--- src/sv/hsht_pkg.sv ---
// ---------------------------------------------------------------------------
// hsht_pkg
// shared types, constants and helpers of the hotness scoreboard hash table
// ---------------------------------------------------------------------------
`default_nettype none
package hsht_pkg;

  localparam int NUM_SLOTS = 4096;
  localparam int KEY_BYTES = 8;
  localparam int ADDR_W    = $clog2(NUM_SLOTS);
  localparam int CNT_W     = $clog2(NUM_SLOTS + 1);

  localparam logic [31:0] HASH_SEED   = 32'h9E3779B9;
  localparam logic [31:0] HASH_PRIME  = 32'h01000193;
  localparam logic [15:0] SCORE_ONE   = 16'd32768;
  localparam logic [15:0] SCORE_STEP  = 16'd1638;
  localparam logic [14:0] DECAY_MUL   = 15'd32604;
  localparam logic [15:0] SCORE_FLOOR = 16'd33;

  typedef enum logic [1:0] {
    FN_RECORD = 2'd0,
    FN_QUERY  = 2'd1,
    FN_DECAY  = 2'd2,
    FN_CLEAR  = 2'd3
  } func_t;

  typedef enum logic [2:0] {
    ST_OK       = 3'd0,
    ST_INSERTED = 3'd1,
    ST_FULL     = 3'd2,
    ST_EMPTYKEY = 3'd3,
    ST_NOTFOUND = 3'd4
  } status_t;

  localparam logic [2:0] CLASS_RARE = 3'd4;

  typedef enum logic [2:0] {
    S_INIT, S_IDLE, S_HASH, S_PRD, S_PCMP, S_DRD, S_DWR, S_CLR
  } state_t;

  typedef enum logic [2:0] {
    WR_NONE, WR_CLR, WR_DECAY, WR_INS, WR_UPD
  } wr_t;

  typedef enum logic [2:0] {
    EM_NONE, EM_OP, EM_EMPTY, EM_FAIL, EM_INS, EM_HIT
  } emit_t;

  typedef struct packed {
    logic  latch;
    logic  hash_step;
    logic  addr_zero;
    logic  adv;
    wr_t   wr;
    emit_t emit;
  } cmd_t;

  typedef struct packed {
    logic in_empty;
    logic hash_last;
    logic row_valid;
    logic key_match;
    logic is_record;
    logic probe_last;
    logic addr_last;
    logic cnt_full;
  } sts_t;

  function automatic logic [2:0] classify(input logic [15:0] s);
    logic [2:0] c;
    if (s > 16'd26247)     c = 3'd0;
    else if (s > 16'd19693) c = 3'd1;
    else if (s > 16'd8224)  c = 3'd2;
    else if (s > 16'd3244)  c = 3'd3;
    else                    c = CLASS_RARE;
    return c;
  endfunction

  // keep bytes before the first zero byte
  function automatic logic [63:0] key_norm(input logic [63:0] k);
    logic [63:0] r;
    logic        stop;
    r    = '0;
    stop = 1'b0;
    for (int i = 0; i < 8; i++) begin
      if (k[8*i +: 8] == 8'd0 || i >= KEY_BYTES) stop = 1'b1;
      if (!stop) r[8*i +: 8] = k[8*i +: 8];
    end
    return r;
  endfunction

endpackage
`default_nettype wire

--- src/sv/hsht_ctrl.sv ---
// ---------------------------------------------------------------------------
// hsht_ctrl
// sequencer for hashing, probing and table sweeps
// ---------------------------------------------------------------------------
`default_nettype none
module hsht_ctrl (
  input  wire logic          clk,
  input  wire logic          rst_n,
  input  wire logic          start,
  input  wire logic [1:0]    in_func,
  input  wire hsht_pkg::sts_t sts,
  output hsht_pkg::cmd_t     cmd,
  output logic               busy
);
  import hsht_pkg::*;

  state_t state_r, state_nxt;

  always_ff @(posedge clk) begin
    if (!rst_n) state_r <= S_INIT;
    else        state_r <= state_nxt;
  end

  always_comb begin
    state_nxt = state_r;
    case (state_r)
      S_INIT: if (sts.addr_last) state_nxt = S_IDLE;
      S_IDLE: begin
        if (start) begin
          if (in_func == FN_DECAY)      state_nxt = S_DRD;
          else if (in_func == FN_CLEAR) state_nxt = S_CLR;
          else if (!sts.in_empty)       state_nxt = S_HASH;
        end
      end
      S_HASH: if (sts.hash_last) state_nxt = S_PRD;
      S_PRD:  state_nxt = S_PCMP;
      S_PCMP: begin
        if (!sts.row_valid || sts.key_match || sts.probe_last) state_nxt = S_IDLE;
        else                                                  state_nxt = S_PRD;
      end
      S_DRD:  state_nxt = S_DWR;
      S_DWR:  state_nxt = sts.addr_last ? S_IDLE : S_DRD;
      S_CLR:  if (sts.addr_last) state_nxt = S_IDLE;
      default: state_nxt = S_IDLE;
    endcase
  end

  always_comb begin
    cmd  = '{latch: 1'b0, hash_step: 1'b0, addr_zero: 1'b0, adv: 1'b0,
             wr: WR_NONE, emit: EM_NONE};
    busy = (state_r != S_IDLE);
    case (state_r)
      S_INIT: begin
        cmd.wr  = WR_CLR;
        cmd.adv = 1'b1;
      end
      S_IDLE: begin
        if (start) begin
          cmd.latch     = 1'b1;
          cmd.addr_zero = 1'b1;
          if (in_func != FN_DECAY && in_func != FN_CLEAR && sts.in_empty)
            cmd.emit = EM_EMPTY;
        end
      end
      S_HASH: cmd.hash_step = 1'b1;
      S_PCMP: begin
        if (!sts.row_valid) begin
          if (sts.is_record && !sts.cnt_full) begin
            cmd.wr   = WR_INS;
            cmd.emit = EM_INS;
          end else begin
            cmd.emit = EM_FAIL;
          end
        end else if (sts.key_match) begin
          if (sts.is_record) cmd.wr = WR_UPD;
          cmd.emit = EM_HIT;
        end else if (sts.probe_last) begin
          cmd.emit = EM_FAIL;
        end else begin
          cmd.adv = 1'b1;
        end
      end
      S_DWR: begin
        cmd.wr = WR_DECAY;
        if (sts.addr_last) cmd.emit = EM_OP;
        else               cmd.adv  = 1'b1;
      end
      S_CLR: begin
        cmd.wr  = WR_CLR;
        cmd.adv = 1'b1;
        if (sts.addr_last) cmd.emit = EM_OP;
      end
      default: ;
    endcase
  end

  a_emit_ends: assert property (@(posedge clk) disable iff (!rst_n)
    (cmd.emit != EM_NONE) |=> state_r == S_IDLE) else $error("emit not final");
  a_cmp_after_rd: assert property (@(posedge clk) disable iff (!rst_n)
    (state_r == S_PCMP) |-> $past(state_r) == S_PRD) else $error("compare w/o read");
  a_idle_no_wr: assert property (@(posedge clk) disable iff (!rst_n)
    (state_r == S_IDLE) |-> cmd.wr == WR_NONE) else $error("write while idle");

endmodule
`default_nettype wire

--- config.mk ---
export PLATFORM = sky130hd
export DESIGN_NAME = hsht_ctrl
export DESIGN_NICKNAME = d
export VERILOG_FILES = /design/src/sv/hsht_pkg.sv /design/src/sv/hsht_ctrl.sv
export SDC_FILE = /design/constraint.sdc
export NUM_CORES = 1
export LEC_CHECK = 0
export BUFFER_PORTS_ARGS = -buffer_cell sky130_fd_sc_hd__buf_2
export CORE_AREA = 2 2 39 41
export CTS_CLUSTER_DIAMETER = 100
export DETAILED_ROUTE_END_ITERATION = 8
export DIE_AREA = 0 0 41 43
export PLACE_DENSITY = 0.55
export SLEW_MARGIN = 25
export SYNTH_ARGS = -nofsm -noshare
export SYNTH_HDL_FRONTEND = slang
export SYNTH_SLANG_ARGS = --single-unit
--- constraint.sdc ---
create_clock -name clk -period 2.5 [get_ports clk]
set_clock_uncertainty 0.2 [all_clocks]
set_input_delay 0.125 -clock clk [delete_from_list [all_inputs] [get_ports clk]]
set_output_delay 0.125 -clock clk [all_outputs]
set_load 0.005 [all_outputs]
After elaboration in Yosys (flattened, before gate mapping)
Cells that the tools add are included.

word-level totals
  flip-flop bits (word level) = 3
  bits of input ports = 13
  output and inout bits = 11
  word-level logic and storage cells = 56

operators by class
  equality and inequality tests = 16
  mux-type cells = 28
  reduce and logical (&&, ||, !) cells = 11

operators by type and width
  cell                                                 number
  2-to-1 mux 3 bit                                     12
  one-hot mux 3 bit (7 select lines)                   1
  equality test 3 bit, second input constant           4
  one-hot mux 4 bit (3 select lines)                   1
  one-hot mux 3 bit (3 select lines)                   1
  2-to-1 mux 1 bit                                     8
  2-to-1 mux 2 bit                                     4
  != test 2 bit, second input constant                 4
  equality test 3 x 2 -> 1 bit, second input constant  2
  2-to-1 mux 6 bit                                     1
  equality test 2 bit, second input constant           2
  != test 4 bit, second input constant                 1
  AND reduction 4 bit                                  1
  OR reduction 2 bit                                   2
  equality test 3 x 1 -> 1 bit, second input constant  1
  logical AND 1 bit                                    3
  logical NOT 3 bit                                    1
  != test 3 x 1 -> 1 bit, second input constant        1
  logical NOT 1 bit                                    2
  logical OR 1 bit                                     2
  != test 2 x 1 -> 1 bit, second input constant        1

Longest topological paths before layout
  word-level depth = 6
  depth in mapped cells = 5
  depth with buffers taken out = 4

Worst setup path before layout
No wires, ideal clock.

  path kind = register to register
  from = register state_r[1]
  to = register state_r[1]
  arrival = 1.029 ns
  required time = 2.223 ns
  setup slack = 1.195 ns
  stages on the path, launching flop included = 6
  path through = dfxtp_1 > buf_4 > inv_2 > nor3_1 > a31oi_1 > a41oi_2

between the ends
  longest elaborated chain between the ends = 4
  elaborated cells between the ends (all ways) = 15
  those cells by class = 11 x eq/ne; 1 x mux; 3 x reduce/logical

ends and longest elaborated chain
  what                                                             line             text
  start: declaration                                               hsht_ctrl.sv:17  state_t state_r, state_nxt;
  start signal: assignment                                         hsht_ctrl.sv:21  else state_r <= state_nxt;
  equality test 3 bit / logical NOT 3 bit (equally long branches)  hsht_ctrl.sv:26  case (state_r)
  OR reduction 2 bit (no line)                                     -
  != test 2 x 1 -> 1 bit (no line)                                 -
  AND reduction 4 bit (no line)                                    -

Several ways; a longest one is shown, not always the timed one.
A chain may end at the register's enable or synchronous reset.

==> summary.txt <==
Global route
  – Grt ovf: 0
  – GRT Resource Usage Total: roughly 13%
  – Pin count of the biggest net entering global routing: 18
  – Global-route wire length before repair: 1.60 mm
  – Vias in the first global route: 401
  – Antenna violations before repair: 0

STA
  – Max Fclk: between 500 and 600 MHz
  – Tmin final: 1.80 ns
  – Final total negative setup slack: 0 ns
  – Tightest Pin Transition: 0.493 ns
  – Setup violators final: 0
  – Total count of hold-check failures in the final report: 0
  – RSZ-0062 raised after global routing: false
  – Max-slew violation count: 0
  – Max transition margin: roughly 67%
  – Ratio of final minimum period to clock period: between 70% and 80%

Setup path
  – Required time of the critical path: ~2.2 ns
  – Endpoint kind of the worst setup timing path: output port
  – Cell with the largest stage delay on the worst path: sky130_fd_sc_hd__dfxtp_1
  – Most frequent cell on the critical path: sky130_fd_sc_hd__a21oi_1
  – Combined buffer and inverter count along the critical path: 1
  – Worst-path maximum fanout: 17
  – End of the worst register-to-register path: state_r[1]$_SDFFE_PN0P_
  – Delay of the slowest critical-path stage: 0.62 ns
  – Crit Path Category: register to output port
  – Data arrival time of the worst path: about 1.5 ns
  – Logic depth of the worst register-to-register path: 3
  – FF-to-FF setup slack: about 0.96 ns
  – Startpoint of the most critical register-to-register path: state_r[0]$_SDFFE_PN0P_
  – Critical path cell sequence: nand2b_1 -> a21oi_1 -> a21oi_1 -> nor2_1 -> buf_2
  – Sort of element at the start of the critical path: register
  – Cell class contributing the biggest share of worst-path delay: flip-flops

Clock network
  – # H-tree levels: 1
  – Number of buffers created by CTS: 3
  – Clock-pin slew reported for the worst setup and hold paths after clock tree synthesis: 0.03 ns
  – CTS tree: done
  – Number of buffers on the longest clock path: 2
  – Clock Latency Late Sink: about 0.23 ns
  – Number of cells upsized or downsized after cts: 0
  – Root buffer selected by CTS: sky130_fd_sc_hd__clkbuf_4
  – Clock sink total: 3

Route
  – Total wire length: between 1 and 1.5 mm
  – DRC violation count after routing: 0
  – Number of nets with antenna violations after routing: 0
  – Overall via count from detail_route: 501
  – Vias per inst: about 5.0
  – DR iter-0 viols: 16
  – Pre-antenna DRT Iters: 4
  – Routed length per placed instance: roughly 10 µm

Finish
  – Design Area, Final: ~530 µm²
  – Commonest cells after routing, fill and taps aside: 23 x sky130_fd_sc_hd__buf_2, 13 x sky130_fd_sc_hd__nand2_1, 6 x sky130_fd_sc_hd__nor2_1
  – Non-filler cells, final: 100
  – Largest registers: state_r x3
  – Inserted Diodes: 0
  – Layout-stage area growth over the synthesis result: 36.9%
  – Fraction of layout instances using a drive strength above 1: about 35%
  – Largest reg by FF count: state_r
  – Utilization of the core after routing: a little under 40%
  – Most common cell after layout, fill and taps aside: sky130_fd_sc_hd__buf_2
  – Final nets: 98
  – Max FFs per register: 3

Synthesis
  – Average cell area after synthesis: approximately 6.5 µm²
  – Synth cell types: 23
  – Cell count after synthesis: 60
  – Net Count, Synth: 73
  – Part of the Yosys area used for sequential elements: roughly 15%
  – #FFs+latches synth: 3
  – Count of yosys warnings during synthesis: 0
  – Netlist area before placement: just under 400 µm²

Placement
  – Cell Area, Placed: about 500 µm²
  – HPWL Detailed: approximately 800 µm
  – Number of placed cells counting well taps: 95
  – Port Buffer Count: 23
  – Weighted congestion reported at the end of routability-driven placement: 0.799

Pwr
  – LEAKAGE: about 0.00024 µW
  – Worst VDD drop: roughly 0.39 mV
  – Post-layout power: 268 µW
  – PD cells: 502 nW/µm²

Floorplan
  – Vertical extent of the die: approximately 43 µm
  – Core Rows: 14
  – Overall die width: 41 µm
  – Number of top-level pins: 24
  – Initial Util: between 20% and 30%
  – Floorplan die area: between 1500 and 2000 µm²
  – Placeable Area: around 1400 µm²

Job
  – # Max-Cap Violations: 0

Worst hold path
  – Hold-critical path endpoint: state_r[0]$_SDFFE_PN0P_
  – Startpoint of the worst hold path: in_func[1]
  – Path class of the lowest-slack min-delay path: input pin to register
  – Hold depth: 3

Run status
  – Result of the run: finished, final reports clean
[logic make-up (layout without fill, tap and decap cells)]
group,Yosys count,count (layout),synth area share [%]
AO/OA/AOI/OAI,17,17,30.8
buffers and inverters,5,29,8.01
flip-flops,3,3,15.4
multiplexers,1,1,2.56
AND/OR/NAND/NOR,34,34,43.3
[metal layers]
metal / global-route usage (%) / share of wire, % / up-vias
li1: - / - / 265
met1: 18.7 / 49 / 210
met2: 18.1 / 42 / 26
met3: 3.14 / 9.0 / 0
met4: 4.00 / 0 / 0
met5: 0 / 0 / -
[what timing repair did]
item	4_1_cts	5_1_grt
buffers inserted	0	0
hold buffers	1	0
endpoints found under the hold margin	2	0
endpoints found under the setup margin	0	0
[layout make-up]
type | count | area, µm²
Tap cell | 16 | 20.0
Timing Repair Buffer | 24 | 125
Multi-Input combinational cell | 52 | 299
Inverter | 1 | 3.75
Fill cell | 149 | 850
Sequential cell | 3 | 60.1
Clock buffer | 4 | 26.3
[power by group]
group | switching (µW) | internal (µW) | total, µW | leakage [µW]
combinational | 56.0 | 52.7 | 109 | 0.000205
clock | 24.6 | 59.8 | 84.4 | 0.0000150
sequential | 21.2 | 54.1 | 75.3 | 0.0000247
[tightest hold or removal path, delay by kind of cell]
kind / cells / cell delay (ns)
AO/OA/AOI/OAI: 2 / 0.23
buffers and inverters: 1 / 0.12
[metrics by stage]
stage	hold WS, ns	setup slack (ns)
2_1_floorplan	0.0412	1.19
3_5_place_dp	0.179	0.958
6_report	0.0865	0.699
4_1_cts	0.0878	0.712
3_3_place_gp	0.177	0.933
5_1_grt	0.107	0.538
[how the worst max path moves through the flow]
stage,slack [ns],depth (start not counted),startpoint,endpoint
5_1_grt,0.54,5,state_r[0]$_SDFFE_PN0P_,cmd[1]
3_3_place_gp,0.93,5,state_r[0]$_SDFFE_PN0P_,cmd[1]
3_5_place_dp,0.96,5,state_r[0]$_SDFFE_PN0P_,cmd[1]
4_1_cts,0.71,5,state_r[0]$_SDFFE_PN0P_,cmd[1]
6_report,0.70,5,state_r[0]$_SDFFE_PN0P_,cmd[1]
2_1_floorplan,1.19,5,state_r[1]$_SDFFE_PN0P_,state_r[1]$_SDFFE_PN0P_
[synth_stat cells (all sizes together)]
library cell  count  area [µm²]
nand2b            4        25.0
nor3              3        15.0
nand3             3        15.0
a21oi             5        25.0
nor4b             1        15.0
nor2              6        22.5
a41oi             1        16.3
inv               1        3.75
nor2b             1        6.26
a211oi            1        7.51
a32o              1        10.0
dfxtp             3        60.1
a31oi             2        12.5
buf               4        27.5
mux2i             1        10.0
o41ai             1        8.76
o2bb2ai           2        17.5
a21boi            1        7.51
or3b              1        8.76
o21ai             3        15.0
nand2            13        48.8
and3              2        12.5
Note: power is estimated with default switching activity, not from simulation.
